[src/hdl/mcos_div.sv]
// ----------------------------------------------------------------------------
// mcos_div
// Restoring divider, one quotient bit per cycle, MSB first.
// ----------------------------------------------------------------------------
module mcos_div #(
	parameter int NUM_W = 56,
	parameter int DEN_W = 17
) (
	input  logic             clk,
	input  logic             arst_n,
	input  logic             start,
	input  logic [NUM_W-1:0] num,
	input  logic [DEN_W-1:0] den,
	output logic             done,
	output logic [NUM_W-1:0] quot
);

	localparam int CNT_W = $clog2(NUM_W + 1);

	logic             busy_q;
	logic [CNT_W-1:0] cnt_q;
	logic [NUM_W-1:0] acc_q;
	logic [DEN_W-1:0] rem_q;
	logic [DEN_W-1:0] den_q;
	logic [DEN_W:0]   trial;
	logic [DEN_W:0]   diff;
	logic             ge;

	assign trial = {rem_q, acc_q[NUM_W-1]};
	assign ge    = trial >= {1'b0, den_q};
	assign diff  = trial - {1'b0, den_q};
	assign done  = busy_q && (cnt_q == '0);
	assign quot  = acc_q;

	always_ff @(posedge clk or negedge arst_n) begin
		if (!arst_n) begin
			busy_q <= 1'b0;
			cnt_q  <= '0;
		end else if (start) begin
			busy_q <= 1'b1;
			cnt_q  <= CNT_W'(NUM_W);
			acc_q  <= num;
			rem_q  <= '0;
			den_q  <= den;
		end else if (busy_q) begin
			if (cnt_q == '0) begin
				busy_q <= 1'b0;
			end else begin
				cnt_q <= cnt_q - 1'b1;
				rem_q <= ge ? diff[DEN_W-1:0] : trial[DEN_W-1:0];
				acc_q <= {acc_q[NUM_W-2:0], ge};
			end
		end
	end

endmodule

[config.mk]
export PLATFORM = sky130hd
export DESIGN_NAME = mcos_div
export DESIGN_NICKNAME = d
export VERILOG_FILES = /design/src/hdl/mcos_div.sv
export SDC_FILE = /design/constraint.sdc
export NUM_CORES = 1
export LEC_CHECK = 0
export ABC_AREA = 1
export BUFFER_PORTS_ARGS = -buffer_cell sky130_fd_sc_hd__buf_2
export CORE_UTILIZATION = 50
export CTS_CLUSTER_SIZE = 40
export DETAILED_ROUTE_END_ITERATION = 8
export PLACE_DENSITY_LB_ADDON = 0.12
export SYNTH_ARGS = -nofsm -noshare
export SYNTH_HDL_FRONTEND = slang
export SYNTH_SLANG_ARGS = --single-unit
[constraint.sdc]
create_clock -name clk -period 4.6 [get_ports clk]
set_input_delay 0.23 -clock clk [delete_from_list [all_inputs] [get_ports clk]]
set_output_delay 0.23 -clock clk [all_outputs]
set_load 0.02 [all_outputs]
==> flow_summary.html, run 1 <==
<table>
<tr><th>Metric</th><th>Value</th></tr>
<tr><th colspan="2">Place</th></tr>
<tr><td>Detailed placer's ending HPWL</td><td>8503 um</td></tr>
<tr><td>PortBufs</td><td>132</td></tr>
<tr><td>Routability-driven placement congestion ratio</td><td>0.8225</td></tr>
<tr><th colspan="2">Global routing</th></tr>
<tr><td>Largest net degree at the start of global routing</td><td>61</td></tr>
<tr><td>Number of antenna violations at the first check in global routing</td><td>0</td></tr>
<tr><td>Gr ovfl total</td><td>0</td></tr>
<tr><td>Number of global-route vias before repair</td><td>between 4k and 5k</td></tr>
<tr><td>GRT Util Overall</td><td>22.70%</td></tr>
<tr><td>Global-route wire length before repair</td><td>19,900 um</td></tr>
<tr><th colspan="2">Power</th></tr>
<tr><td>IR drop worst, VDD</td><td>0.1545 mV</td></tr>
<tr><td>Leak</td><td>about 3.2 nW</td></tr>
<tr><td>Power density over cell area</td><td>approximately 340 nW/um^2</td></tr>
<tr><td>Switching fraction of total power</td><td>32.34%</td></tr>
<tr><td>Share of total power in the clock network</td><td>between 20% and 30%</td></tr>
<tr><td>Overall power consumption</td><td>2.169 mW</td></tr>
<tr><td>Relative contribution of sequential cells to total power</td><td>50.9%</td></tr>
<tr><td>Logic gate share of total power</td><td>between 20% and 30%</td></tr>
<tr><td>Sw power</td><td>0.7014 mW</td></tr>
<tr><td>Internal power consumption</td><td>1.468 mW</td></tr>
<tr><th colspan="2">Yosys</th></tr>
<tr><td>Top-area cell type share of the netlist area</td><td>50.35%</td></tr>
<tr><td>Register bit count reported by yosys</td><td>97</td></tr>
<tr><td>Netlist area before placement</td><td>5368 um^2</td></tr>
<tr><td>Largest cells by area after synthesis</td><td>sky130_fd_sc_hd__edfxtp_1 (50%), sky130_fd_sc_hd__nand2_1 (20%), sky130_fd_sc_hd__inv_1 (5.9%), sky130_fd_sc_hd__ha_1 (4.4%), sky130_fd_sc_hd__nand3_1 (4.3%)</td></tr>
<tr><td>YS warnings</td><td>0</td></tr>
<tr><td>Syn Inst Count</td><td>646</td></tr>
<tr><td>Count of flip-flops with a built-in enable after synthesis</td><td>90</td></tr>
<tr><td>Most area-hungry cell type in the Yosys netlist</td><td>sky130_fd_sc_hd__edfxtp_1</td></tr>
<tr><td>Async set-reset flop share out of synthesis</td><td>approximately 7.2%</td></tr>
<tr><td>Sequential fraction of the synthesis area</td><td>53.61%</td></tr>
<tr><td>Post-synthesis net count</td><td>742</td></tr>
<tr><td>Average footprint of a synthesized cell</td><td>8.309 um^2</td></tr>
<tr><td>Netlist cell types</td><td>30</td></tr>
<tr><td>Post-synth top cells</td><td>sky130_fd_sc_hd__nand2_1 (292), sky130_fd_sc_hd__edfxtp_1 (90), sky130_fd_sc_hd__inv_1 (84), sky130_fd_sc_hd__nand3_1 (46), sky130_fd_sc_hd__nor2_1 (25)</td></tr>
<tr><td>Leading register cell type out of synthesis</td><td>sky130_fd_sc_hd__edfxtp_1</td></tr>
<tr><td>Leading cell type by number of instances after synthesis</td><td>sky130_fd_sc_hd__nand2_1</td></tr>
<tr><th colspan="2">Routing</th></tr>
<tr><td>Number of DRC violations after detailed routing</td><td>0</td></tr>
<tr><td>Met1 Routed Length</td><td>5184 um</td></tr>
<tr><td>Antenna violation net count after detailed routing</td><td>0</td></tr>
<tr><td>Total wire length after detailed routing</td><td>12,060 um</td></tr>
<tr><td>Count of vias placed by the detailed router</td><td>4,463</td></tr>
<tr><td>Wire length per cell</td><td>~13 um</td></tr>
<tr><td>Sum of met2 wire segment lengths after detailed routing</td><td>5886 um</td></tr>
<tr><td>Violation count after the first detailed-routing iteration</td><td>slightly above 300</td></tr>
<tr><td>Mean number of vias per cell</td><td>4.878</td></tr>
<tr><td>Max layer used</td><td>met4</td></tr>
<tr><td>Total length of routed met3 wires</td><td>766 um</td></tr>
<tr><td>Initial DRT Pass Iterations</td><td>4</td></tr>
<tr><th colspan="2">Timing</th></tr>
<tr><td>Worst slew margin</td><td>between 30% and 40%</td></tr>
<tr><td>Setup repair after global routing missed its margin</td><td>false</td></tr>
<tr><td>Time the final worst path needs with I/O delays and setup</td><td>2606 ps</td></tr>
<tr><td>Number of failing hold endpoints at the final stage</td><td>0</td></tr>
<tr><td>Portion of the clock cycle consumed by the worst path in the final layout</td><td>56.65%</td></tr>
<tr><td>Worst-margin pin slew</td><td>slightly above 1000 ps</td></tr>
<tr><td>Setup violators final</td><td>0</td></tr>
<tr><td>Max-slew violations</td><td>0</td></tr>
<tr><td>Max Clock Freq</td><td>383.7 MHz</td></tr>
<tr><td>Setup clock skew after layout</td><td>13.29 ps</td></tr>
<tr><td>Final sum of negative setup slack</td><td>0 ps</td></tr>
<tr><th colspan="2">Clocking</th></tr>
<tr><td>Number of CTS-inserted buffers</td><td>9</td></tr>
<tr><td>H-tree Lvls</td><td>3</td></tr>
<tr><td>Maximum count of clock buffers along a single path</td><td>2</td></tr>
<tr><td>Clock-pin slew on the worst setup and hold paths</td><td>100 ps</td></tr>
<tr><td>Total clock sinks</td><td>97</td></tr>
<tr><td>Clock root buffer</td><td>sky130_fd_sc_hd__clkbuf_8</td></tr>
<tr><td>Clock latency at the later pin of the worst-skew pair</td><td>360 ps</td></tr>
<tr><td>Count of instances resized after the clock tree is built</td><td>0</td></tr>
<tr><td>TritonCTS clock tree</td><td>done</td></tr>
<tr><th colspan="2">Layout</th></tr>
<tr><td>Post-layout nets</td><td>870</td></tr>
<tr><td>Share of final-layout standard cells stronger than drive strength 1</td><td>20.41%</td></tr>
<tr><td>ANT cells</td><td>0</td></tr>
<tr><td>Synth-to-layout area growth</td><td>17.16%</td></tr>
<tr><th colspan="2">Outcome</th></tr>
<tr><td>Result of the run</td><td>completed</td></tr>
<tr><th colspan="2">Setup path</th></tr>
<tr><td>Startpoint of the most critical register-to-register path</td><td>cnt_q[0]$_DFFE_PN0P_</td></tr>
<tr><td>Endpoint arrival time on the critical path</td><td>2800 ps</td></tr>
<tr><td>Number of buffer and inverter instances along the worst setup path</td><td>3</td></tr>
<tr><td>Worst-path cell chain</td><td>inv_1 -&gt; ha_1 -&gt; nand3_1 -&gt; nand2_1 -&gt; inv_1 -&gt; nor2_1 -&gt; inv_1 -&gt; o21ai_0</td></tr>
<tr><td>Kind of capture point of the worst setup path</td><td>register</td></tr>
<tr><td>Slowest cell on crit path</td><td>sky130_fd_sc_hd__nor2_1</td></tr>
<tr><td>Req. time, crit path</td><td>4800 ps</td></tr>
<tr><td>Critical Path Start</td><td>cnt_q[0]$_DFFE_PN0P_</td></tr>
<tr><td>Kind of critical path</td><td>reg -&gt; reg</td></tr>
<tr><td>Highest net fanout along the worst path</td><td>13</td></tr>
<tr><td>Maximum single-stage delay on the critical path</td><td>770 ps</td></tr>
<tr><td>Launching element type of the critical path</td><td>register</td></tr>
<tr><td>Critical path's most frequent cell</td><td>sky130_fd_sc_hd__inv_1</td></tr>
<tr><td>Family with the most delay on the worst path</td><td>simple AND/OR/NAND/NOR gates</td></tr>
<tr><th colspan="2">Flow run</th></tr>
<tr><td>Maximum capacitance violations</td><td>0</td></tr>
<tr><th colspan="2">Min path</th></tr>
<tr><td>Hold/Removal Path Class</td><td>in -&gt; reg</td></tr>
<tr><td>Start point of the worst min-delay path</td><td>den[0]</td></tr>
<tr><th colspan="2">Floorplan</th></tr>
<tr><td>Top Ports</td><td>around 130</td></tr>
<tr><td>Width of the chip</td><td>105.6 um</td></tr>
<tr><td>Std-Cell Rows</td><td>37</td></tr>
<tr><td>Chip height</td><td>105.6 um</td></tr>
<tr><td>Effective utilization at floorplan</td><td>51.76%</td></tr>
<tr><td>Total Die Area</td><td>approximately 11,000 um^2</td></tr>
<tr><td>Area inside the core boundary</td><td>10,370 um^2</td></tr>
</table>
sequential cells by signal, indices dropped and copies added (netlist names):
register and cells:
busy_q 1, cnt_q 6, den_q 17, quot 56, rem_q 17
power by group through the flow:
stage                     sequential [mW]  clock [mW]  combinational, mW
after global routing                 1.11       0.526              0.666
after floorplan                      1.16           0              0.381
final                                1.10       0.481              0.584
after detailed placement             1.12           0              0.584
after global placement               1.12           0              0.572
after CTS                            1.10       0.495              0.587
layer usage:
metal | track usage [%] | up-vias
met1 | 29.10 | 2021
met2 | 37.92 | 122
met5 | 0 | -
met4 | 8.631 | 0
met3 | 4.700 | 16
li1 | - | 2304
layout make-up:
class,count,area (um^2)
fillers,987,4081
flip-flops and latches,97,2878
clock buffers,12,135.1
inverters,86,322.8
clock inverters,4,20.02
multi-input cells,443,2062
repair buffers,137,700.7
well taps,136,170.2
per-stage QoR:
stage,hold WS (ps),utilization (%),instance area (um^2),instances,setup slack (ps)
detailed placement,281.8,59.05,6123,898,2032
floorplan,-65.59,-,5368,646,672.7
CTS,21.94,60.64,6289,915,1992
global placement,279.5,59.05,6123,898,2154
global route,26.11,60.64,6289,915,1655
finish,36.40,60.64,6289,915,1994
final timing paths:
check                           depth (start not counted)                endpoint  slack [ps]
worst max-delay path                                    8  rem_q[3]$_SDFFCE_PP0P_        1990
worst min-delay path                                    1      den_q[0]$_DFFE_PP_          40
worst max register to register                          8  rem_q[3]$_SDFFCE_PP0P_        1990
worst min register to register                          1    cnt_q[2]$_DFFE_PN0P_         500
max in group asynchronous                               2    cnt_q[5]$_DFFE_PN0P_        3750
min in group asynchronous                               2    cnt_q[0]$_DFFE_PN0P_         430
cell usage in the layout, fill, tap and decap left out, types with 2 or more instances in the layout:
| cell type | netlist | final |
|---|---|---|
| sky130_fd_sc_hd__edfxtp_1 | 90 | 90 |
| sky130_fd_sc_hd__nand2_1 | 292 | 292 |
| sky130_fd_sc_hd__nor3_1 | 3 | 3 |
| sky130_fd_sc_hd__nand3_1 | 46 | 46 |
| sky130_fd_sc_hd__buf_4 | 2 | 4 |
| sky130_fd_sc_hd__clkbuf_8 | 0 | 9 |
| sky130_fd_sc_hd__clkinv_1 | 0 | 2 |
| sky130_fd_sc_hd__dfrtp_1 | 7 | 7 |
| sky130_fd_sc_hd__o21ai_0 | 12 | 12 |
| sky130_fd_sc_hd__nand3b_1 | 9 | 9 |
| sky130_fd_sc_hd__xor2_1 | 2 | 2 |
| sky130_fd_sc_hd__buf_2 | 0 | 132 |
| sky130_fd_sc_hd__nor2_1 | 25 | 24 |
| sky130_fd_sc_hd__ha_1 | 19 | 19 |
| sky130_fd_sc_hd__a21oi_1 | 12 | 12 |
| sky130_fd_sc_hd__inv_1 | 84 | 84 |
| sky130_fd_sc_hd__nand2_2 | 4 | 4 |
| sky130_fd_sc_hd__clkbuf_1 | 11 | 3 |
| sky130_fd_sc_hd__or2_2 | 2 | 2 |
| sky130_fd_sc_hd__inv_2 | 2 | 2 |
| sky130_fd_sc_hd__nand4_1 | 3 | 3 |
| sky130_fd_sc_hd__xnor2_1 | 5 | 5 |
cells by family (layout without fill, tap and decap cells):
group,Yosys count,count (layout),synth area share [%]
and+or+nand+nor,389,389,29.77
adders and majority gates,20,20,4.802
DFF,97,97,53.61
xor gates and xnor gates,7,7,1.142
buffers and inverters,106,239,8.112
AOI/OAI and AO/OA,27,27,2.564
repair_timing:
item | 4_1_cts | 5_1_grt
hold buffers | 1 | 0
setup buffers | 0 | 0
endpoints found under the hold margin | 7 | 0
No activity file was read; power rests on OpenSTA's default activity.
==> run 2: changes to the inputs <==
Clock period 4.6 ns to 2.7 ns, I/O delays scaled along.
==> run 2 against run 1 <==
Net effect:
- sequential cell count stayed put
- core utilization grew 2.3 points
- first-iteration DRC count up 4.8%
- sequential power is 71% higher
- critical path type unchanged
- clock-buffer cell count is the same
- via count grew 4.3%
- clock skew down 7.0 ps
- final cell count up 2.4%
- worst hold slack worse by 1.3 ps
- register-to-register slack got worse by 1600 ps
- routed wire length rose by 3.0%
==> flow_summary.html, run 2 (synthesis gave the netlist of run 1 again) <==
<table>
<tr><th>Metric</th><th>Value</th></tr>
<tr><th colspan="2">Timing</th></tr>
<tr><td>Max-slew violations</td><td>0</td></tr>
<tr><td>Setup ws final</td><td>about 400 ps</td></tr>
<tr><td>Worst hold slack</td><td>approximately 35 ps</td></tr>
<tr><td>Final sum of negative setup slack</td><td>0 ps</td></tr>
<tr><td>Time the final worst path needs with I/O delays and setup</td><td>between 2000 and 2500 ps</td></tr>
<tr><td>Setup clock skew after layout</td><td>6.302 ps</td></tr>
<tr><td>Portion of the clock cycle consumed by the worst path in the final layout</td><td>between 80 and 90%</td></tr>
<tr><td>Max Clock Freq</td><td>around 440 MHz</td></tr>
<tr><td>Number of failing hold endpoints at the final stage</td><td>0</td></tr>
<tr><td>Setup repair after global routing missed its margin</td><td>false</td></tr>
<tr><td>Worst-margin pin slew</td><td>approximately 950 ps</td></tr>
<tr><td>Worst slew margin</td><td>36.66%</td></tr>
<tr><td>Setup violators final</td><td>0</td></tr>
<tr><th colspan="2">Global routing</th></tr>
<tr><td>Gr ovfl total</td><td>0</td></tr>
<tr><td>Number of antenna violations at the first check in global routing</td><td>0</td></tr>
<tr><td>Global-route wire length before repair</td><td>20,640 um</td></tr>
<tr><td>GRT Util Overall</td><td>23.44%</td></tr>
<tr><td>Number of global-route vias before repair</td><td>4,512</td></tr>
<tr><td>Largest net degree at the start of global routing</td><td>60</td></tr>
<tr><th colspan="2">Min path</th></tr>
<tr><td>Hold/Removal Path Class</td><td>in -&gt; reg</td></tr>
<tr><th colspan="2">Setup path</th></tr>
<tr><td>Launching element type of the critical path</td><td>register</td></tr>
<tr><td>Worst R2R Setup Slack</td><td>400 ps</td></tr>
<tr><td>Critical Path Sink</td><td>rem_q[11]$_SDFFCE_PP0P_</td></tr>
<tr><td>Endpoint arrival time on the critical path</td><td>2420 ps</td></tr>
<tr><td>Req. time, crit path</td><td>about 2800 ps</td></tr>
<tr><td>Highest net fanout along the worst path</td><td>16</td></tr>
<tr><td>Startpoint of the most critical register-to-register path</td><td>rem_q[8]$_SDFFCE_PP0P_</td></tr>
<tr><td>Worst reg2reg endpoint</td><td>rem_q[11]$_SDFFCE_PP0P_</td></tr>
<tr><td>Kind of capture point of the worst setup path</td><td>register</td></tr>
<tr><td>Kind of critical path</td><td>reg -&gt; reg</td></tr>
<tr><td>Critical Path Start</td><td>rem_q[8]$_SDFFCE_PP0P_</td></tr>
<tr><td>Reg2reg path depth</td><td>10</td></tr>
<tr><th colspan="2">Clocking</th></tr>
<tr><td>Total clock sinks</td><td>97</td></tr>
<tr><td>Clock latency at the later pin of the worst-skew pair</td><td>360 ps</td></tr>
<tr><td>Number of buffers inserted by post-CTS setup repair</td><td>0</td></tr>
<tr><td>Maximum count of clock buffers along a single path</td><td>2</td></tr>
<tr><td>H-tree Lvls</td><td>3</td></tr>
<tr><td>Clock root buffer</td><td>sky130_fd_sc_hd__clkbuf_8</td></tr>
<tr><td>Number of CTS-inserted buffers</td><td>9</td></tr>
<tr><td>TritonCTS clock tree</td><td>done</td></tr>
<tr><td>Clock-pin slew on the worst setup and hold paths</td><td>90 ps</td></tr>
<tr><th colspan="2">Power</th></tr>
<tr><td>Switching fraction of total power</td><td>31.65%</td></tr>
<tr><td>Sw power</td><td>about 1.2 mW</td></tr>
<tr><td>Logic gate share of total power</td><td>26.9%</td></tr>
<tr><td>Power density over cell area</td><td>slightly below 600 nW/um^2</td></tr>
<tr><td>IR drop worst, VDD</td><td>0.2716 mV</td></tr>
<tr><td>Internal power consumption</td><td>around 2.6 mW</td></tr>
<tr><td>Leak</td><td>approximately 3.4 nW</td></tr>
<tr><td>Relative contribution of sequential cells to total power</td><td>approximately 49%</td></tr>
<tr><td>Share of total power in the clock network</td><td>24.0%</td></tr>
<tr><th colspan="2">Layout</th></tr>
<tr><td>Most frequent cells in the layout</td><td>sky130_fd_sc_hd__nand2_1 (292), sky130_fd_sc_hd__buf_2 (132), sky130_fd_sc_hd__edfxtp_1 (90), sky130_fd_sc_hd__inv_1 (84), sky130_fd_sc_hd__nand3_1 (46)</td></tr>
<tr><td>Number of inserted filler cells in the final layout</td><td>949</td></tr>
<tr><td>ANT cells</td><td>0</td></tr>
<tr><td>Final core area utilization</td><td>62.93%</td></tr>
<tr><td>Leading cell type in the layout, fill and taps excluded</td><td>sky130_fd_sc_hd__nand2_1</td></tr>
<tr><td>Share of final-layout standard cells stronger than drive strength 1</td><td>20.72%</td></tr>
<tr><td>Post-layout nets</td><td>between 800 and 900</td></tr>
<tr><td>Synth-to-layout area growth</td><td>21.59%</td></tr>
<tr><td>Max FFs per register</td><td>56</td></tr>
<tr><td>Final Instance Count excl. Fillers</td><td>937</td></tr>
<tr><th colspan="2">Place</th></tr>
<tr><td>Detailed placer's ending HPWL</td><td>8745 um</td></tr>
<tr><td>Placed Cells incl. Taps</td><td>904</td></tr>
<tr><td>Routability-driven placement congestion ratio</td><td>0.8468</td></tr>
<tr><td>Worst-case setup slack after placement</td><td>422.1 ps</td></tr>
<tr><td>PortBufs</td><td>132</td></tr>
<tr><th colspan="2">Routing</th></tr>
<tr><td>Mean number of vias per cell</td><td>a little under 5</td></tr>
<tr><td>Initial DRT Pass Iterations</td><td>6</td></tr>
<tr><td>Total wire length after detailed routing</td><td>12,430 um</td></tr>
<tr><td>Antenna violation net count after detailed routing</td><td>0</td></tr>
<tr><td>Wire length per cell</td><td>about 13 um</td></tr>
<tr><td>Count of vias placed by the detailed router</td><td>approximately 4.7k</td></tr>
<tr><td>Violation count after the first detailed-routing iteration</td><td>326</td></tr>
<tr><td>Number of DRC violations after detailed routing</td><td>0</td></tr>
<tr><th colspan="2">Floorplan</th></tr>
<tr><td>Width of the chip</td><td>105.6 um</td></tr>
<tr><td>Area inside the core boundary</td><td>a little over 10,000 um^2</td></tr>
<tr><td>Std-Cell Rows</td><td>37</td></tr>
<tr><td>Chip height</td><td>105.6 um</td></tr>
<tr><td>Effective utilization at floorplan</td><td>between 50% and 60%</td></tr>
<tr><td>Top Ports</td><td>133</td></tr>
<tr><td>Total Die Area</td><td>11,150 um^2</td></tr>
<tr><th colspan="2">Outcome</th></tr>
<tr><td>Result of the run</td><td>completed</td></tr>
<tr><th colspan="2">Flow run</th></tr>
<tr><td>Maximum capacitance violations</td><td>0</td></tr>
</table>
run 2: changes by cell type in the layout (fill, tap and decap cells not counted):
cell / delta
sky130_fd_sc_hd__dlygate4sd3_1: +17
sky130_fd_sc_hd__buf_4: +6
sky130_fd_sc_hd__clkinv_1: -2
sky130_fd_sc_hd__bufinv_16: +1
run 2: how the worst min path moves through the flow:
stage             from              endpoint  slack (ps)  cells after the start
4_1_cts        num[19]    quot[19]$_DFFE_PP_          20                      3
5_1_grt        num[19]    quot[19]$_DFFE_PP_          40                      3
3_3_place_gp    arst_n  cnt_q[0]$_DFFE_PN0P_         110                      1
6_report       num[19]    quot[19]$_DFFE_PP_          40                      3
3_5_place_dp    arst_n  cnt_q[0]$_DFFE_PN0P_         110                      1
2_1_floorplan   arst_n      busy_q$_DFF_PN0_        -160                      0
run 2: critical path, cell delays in order (launching register included):
cell and delay, ps:
sky130_fd_sc_hd__edfxtp_1 430, sky130_fd_sc_hd__ha_1 390, sky130_fd_sc_hd__nand2_2 100, sky130_fd_sc_hd__nor2_1 150, sky130_fd_sc_hd__nand3_1 120, sky130_fd_sc_hd__nand3_2 100, sky130_fd_sc_hd__nand2_2 150, sky130_fd_sc_hd__nand2_2 340
sky130_fd_sc_hd__nand3_1 130, sky130_fd_sc_hd__nand3_1 90, sky130_fd_sc_hd__nand2_1 50
run 2: cell type report:
type	instances	area (um^2)	area share, %
Sequential cell	97	2878	44.10
Multi-Input combinational cell	443	2062	31.60
Timing Repair Buffer	160	915.9	14.03
Inverter	86	322.8	4.946
Tap cell	136	170.2	2.607
Clock buffer	12	135.1	2.071
Clock inverter	3	42.54	0.6518
run 2: metal layers:
layer  track usage, %  part of all wire [%]
met1            30.44                    42
met2            38.49                    48
met3            4.700                   7.5
met4            9.623                   2.1
met5                0                     0
run 2: stage by stage:
stage	total power, mW	instance area [um^2]
6_report	3.821	6526
5_1_grt	4.035	6526
4_1_cts	3.846	6526
3_5_place_dp	2.908	6168
3_3_place_gp	2.883	6168
2_1_floorplan	2.627	5375
run 2: timing repair:
action	in CTS	in global routing
hold buffers	18	0
hold endpoints to repair	24	0
gates resized for setup	0	0
run 2: power by group through the flow:
stage                     combinational [mW]  sequential [mW]  clock [mW]
after global routing                    1.16             1.89       0.981
after floorplan                        0.650             1.98           0
after global placement                 0.977             1.91           0
final                                   1.03             1.88       0.916
after CTS                               1.03             1.88       0.942
after detailed placement                1.00             1.91           0
==> run 3: changes to the inputs <==
Settings changed: REMOVE_ABC_BUFFERS from default to 1, SKIP_LAST_GASP from default to 1.
==> run 3 against run 2 <==
Net effect:
- core utilization up 0.33 points
- clock-buffer cell count rose by 1
- largest power group unchanged
- maximum frequency shrank 3.5%
- first-iteration DRC count fell by 31%
- critical endpoint is now rem_q[4]$_SDFFCE_PP0P_
==> flow_summary.html, run 3 (synthesis gave the netlist of run 1 again) <==
<table>
<tr><th>Metric</th><th>Value</th></tr>
<tr><th colspan="2">Outcome</th></tr>
<tr><td>Result of the run</td><td>completed</td></tr>
<tr><th colspan="2">Floorplan</th></tr>
<tr><td>Chip height</td><td>105.6 um</td></tr>
<tr><td>Width of the chip</td><td>105.6 um</td></tr>
<tr><td>Effective utilization at floorplan</td><td>51.76%</td></tr>
<tr><td>Area inside the core boundary</td><td>between 10,000 and 15,000 um^2</td></tr>
<tr><td>Top Ports</td><td>approximately 130</td></tr>
<tr><td>Total Die Area</td><td>11,150 um^2</td></tr>
<tr><td>Std-Cell Rows</td><td>37</td></tr>
<tr><th colspan="2">Timing</th></tr>
<tr><td>Max Clock Freq</td><td>420.1 MHz</td></tr>
<tr><td>Worst slew margin</td><td>approximately 38%</td></tr>
<tr><td>Max-slew violations</td><td>0</td></tr>
<tr><td>Worst hold slack</td><td>32.55 ps</td></tr>
<tr><td>Time the final worst path needs with I/O delays and setup</td><td>2380 ps</td></tr>
<tr><td>Portion of the clock cycle consumed by the worst path in the final layout</td><td>88.16%</td></tr>
<tr><td>Worst-margin pin slew</td><td>931.3 ps</td></tr>
<tr><td>Number of failing hold endpoints at the final stage</td><td>0</td></tr>
<tr><td>Setup repair after global routing missed its margin</td><td>false</td></tr>
<tr><td>Setup violators final</td><td>0</td></tr>
<tr><td>Setup clock skew after layout</td><td>8.853 ps</td></tr>
<tr><th colspan="2">Setup path</th></tr>
<tr><td>Worst reg2reg endpoint</td><td>rem_q[4]$_SDFFCE_PP0P_</td></tr>
<tr><td>Family with the most delay on the worst path</td><td>simple AND/OR/NAND/NOR gates</td></tr>
<tr><td>Req. time, crit path</td><td>2910 ps</td></tr>
<tr><td>Number of buffer and inverter instances along the worst setup path</td><td>2</td></tr>
<tr><td>Reg2reg path depth</td><td>11</td></tr>
<tr><td>Maximum single-stage delay on the critical path</td><td>roughly 440 ps</td></tr>
<tr><td>Endpoint arrival time on the critical path</td><td>2590 ps</td></tr>
<tr><td>Highest net fanout along the worst path</td><td>20</td></tr>
<tr><td>Launching element type of the critical path</td><td>register</td></tr>
<tr><td>Kind of capture point of the worst setup path</td><td>register</td></tr>
<tr><td>Kind of critical path</td><td>reg -&gt; reg</td></tr>
<tr><td>Worst R2R Setup Slack</td><td>320 ps</td></tr>
<tr><td>Slowest cell on crit path</td><td>sky130_fd_sc_hd__fa_1</td></tr>
<tr><td>Worst-path cell chain</td><td>inv_1 -&gt; ha_1 -&gt; inv_1 -&gt; fa_1 -&gt; nand3_1 -&gt; nand3_2 -&gt; nand2_4 -&gt; nand2_2 -&gt; nand2_1 -&gt; nand3_1 -&gt; o21ai_0</td></tr>
<tr><td>Startpoint of the most critical register-to-register path</td><td>quot[55]$_DFFE_PP_</td></tr>
<tr><th colspan="2">Power</th></tr>
<tr><td>Overall power consumption</td><td>3.848 mW</td></tr>
<tr><td>Switching fraction of total power</td><td>31.62%</td></tr>
<tr><td>IR drop worst, VDD</td><td>0.3177 mV</td></tr>
<tr><td>Relative contribution of sequential cells to total power</td><td>48.8%</td></tr>
<tr><td>Internal power consumption</td><td>2.632 mW</td></tr>
<tr><td>Power density over cell area</td><td>586.7 nW/um^2</td></tr>
<tr><td>Sw power</td><td>1.217 mW</td></tr>
<tr><td>Share of total power in the clock network</td><td>about a quarter</td></tr>
<tr><td>Logic gate share of total power</td><td>26.5%</td></tr>
<tr><td>Leak</td><td>3.388 nW</td></tr>
<tr><th colspan="2">Global routing</th></tr>
<tr><td>Number of global-route vias before repair</td><td>between 4k and 5k</td></tr>
<tr><td>Gr ovfl total</td><td>0</td></tr>
<tr><td>Largest net degree at the start of global routing</td><td>60</td></tr>
<tr><td>Global-route wire length before repair</td><td>20,360 um</td></tr>
<tr><td>GRT Util Overall</td><td>23.16%</td></tr>
<tr><td>Number of antenna violations at the first check in global routing</td><td>1</td></tr>
<tr><th colspan="2">Clocking</th></tr>
<tr><td>Clock root buffer</td><td>sky130_fd_sc_hd__clkbuf_8</td></tr>
<tr><td>Clock latency at the later pin of the worst-skew pair</td><td>370 ps</td></tr>
<tr><td>Number of CTS-inserted buffers</td><td>9</td></tr>
<tr><td>H-tree Lvls</td><td>3</td></tr>
<tr><td>Maximum count of clock buffers along a single path</td><td>2</td></tr>
<tr><td>Total clock sinks</td><td>between 90 and 100</td></tr>
<tr><td>Number of buffers inserted by post-CTS setup repair</td><td>0</td></tr>
<tr><td>TritonCTS clock tree</td><td>done</td></tr>
<tr><td>Clock-pin slew on the worst setup and hold paths</td><td>100 ps</td></tr>
<tr><th colspan="2">Layout</th></tr>
<tr><td>Most frequent cells in the layout</td><td>sky130_fd_sc_hd__nand2_1 (292), sky130_fd_sc_hd__buf_2 (132), sky130_fd_sc_hd__edfxtp_1 (90), sky130_fd_sc_hd__inv_1 (84), sky130_fd_sc_hd__nand3_1 (46)</td></tr>
<tr><td>Max FFs per register</td><td>56</td></tr>
<tr><td>Combined area of the multi-input logic cells</td><td>2067 um^2</td></tr>
<tr><td>ANT cells</td><td>0</td></tr>
<tr><td>Number of inserted filler cells in the final layout</td><td>941</td></tr>
<tr><td>Post-layout nets</td><td>892</td></tr>
<tr><td>Leading cell type in the layout, fill and taps excluded</td><td>sky130_fd_sc_hd__nand2_1</td></tr>
<tr><td>Share of final-layout standard cells stronger than drive strength 1</td><td>21.10%</td></tr>
<tr><td>Sequential Area</td><td>around 2900 um^2</td></tr>
<tr><td>Synth-to-layout area growth</td><td>22.21%</td></tr>
<tr><th colspan="2">Min path</th></tr>
<tr><td>Start point of the worst min-delay path</td><td>num[28]</td></tr>
<tr><td>Hold/Removal Path Class</td><td>in -&gt; reg</td></tr>
<tr><td>Endpoint with the worst hold slack</td><td>quot[28]$_DFFE_PP_</td></tr>
<tr><td>Hold Crit Depth</td><td>3</td></tr>
<tr><th colspan="2">Routing</th></tr>
<tr><td>Initial DRT Pass Iterations</td><td>4</td></tr>
<tr><td>Wire length per cell</td><td>12.72 um</td></tr>
<tr><td>Violation count after the first detailed-routing iteration</td><td>roughly 230</td></tr>
<tr><td>Count of vias placed by the detailed router</td><td>4,534</td></tr>
<tr><td>Antenna violation net count after detailed routing</td><td>0</td></tr>
<tr><td>Mean number of vias per cell</td><td>4.839</td></tr>
<tr><td>Number of DRC violations after detailed routing</td><td>0</td></tr>
<tr><td>Total wire length after detailed routing</td><td>11,920 um</td></tr>
<tr><th colspan="2">Flow run</th></tr>
<tr><td>Maximum capacitance violations</td><td>0</td></tr>
<tr><th colspan="2">Place</th></tr>
<tr><td>Detailed placer's ending HPWL</td><td>8491 um</td></tr>
<tr><td>PortBufs</td><td>132</td></tr>
<tr><td>Routability-driven placement congestion ratio</td><td>between 0.9 and 1</td></tr>
</table>
run 3: cell types whose count changed in the layout (fill, tap and decap cells not counted), sizes merged:
cell,previous run,this run
buf,142,141
clkinvlp,1,0
bufinv,1,0
clkinv,1,3
clkbuf,12,13
run 3: final cells by class:
cell class,count,share of cell area (%)
clock inverter,3,0.3433
tap,136,2.594
multi-input combinational,443,31.51
clock buffer,13,2.727
timing repair buffer,159,14.04
inverter,86,4.921
sequential,97,43.87
run 3: worst min-delay path: cells and delay by family:
family	cells	cell delay (ps)
buf+inv	1	70
simple gates	2	90
run 3: layer usage:
metal  up-vias  track usage [%]  wire length [um]
met5         -                0                13
met4         2            10.12               306
met2       146            36.70              5403
met3        25            6.803               908
li1       2349                -                 -
met1      2012            29.52              5290
run 3: worst max-delay path by stage:
stage	startpoint	end	slack, ps	cells past startpoint
4_1_cts	quot[55]$_DFFE_PP_	rem_q[3]$_SDFFCE_PP0P_	150	11
6_report	quot[55]$_DFFE_PP_	rem_q[4]$_SDFFCE_PP0P_	320	11
3_3_place_gp	quot[55]$_DFFE_PP_	rem_q[3]$_SDFFCE_PP0P_	300	11
2_1_floorplan	cnt_q[0]$_DFFE_PN0P_	quot[0]$_DFFE_PP_	-1100	7
3_5_place_dp	quot[55]$_DFFE_PP_	rem_q[3]$_SDFFCE_PP0P_	170	11
5_1_grt	quot[55]$_DFFE_PP_	rem_q[3]$_SDFFCE_PP0P_	110	11
run 3: stage by stage:
| stage | setup TNS, ps | worst slack (ps) | cell area, um^2 | utilization (%) | std cells |
|---|---|---|---|---|---|
| after floorplan | -61870 | -1105 | 5255 | - | 626 |
| after global placement | 0 | 298.7 | 6173 | 59.53 | 903 |
| after detailed placement | 0 | 172.8 | 6173 | 59.53 | 903 |
| after CTS | 0 | 151.0 | 6555 | 63.21 | 937 |
| after global routing | 0 | 109.7 | 6560 | 63.26 | 937 |
| final | 0 | 319.6 | 6560 | 63.26 | 937 |
run 3: what timing repair did:
item | CTS | global route
hold buffers | 18 | 0
endpoints found under the hold margin | 23 | 0
resized for setup | 0 | 1
endpoints found under the setup margin | 0 | 11
run 3: power groups by stage:
stage | sequential (mW) | combinational [mW] | clock [mW]
CTS | 1.88 | 1.02 | 0.975
global placement | 1.91 | 0.980 | 0
global route | 1.89 | 1.17 | 1.01
finish | 1.88 | 1.02 | 0.952
floorplan | 1.98 | 0.615 | 0
detailed placement | 1.91 | 0.998 | 0
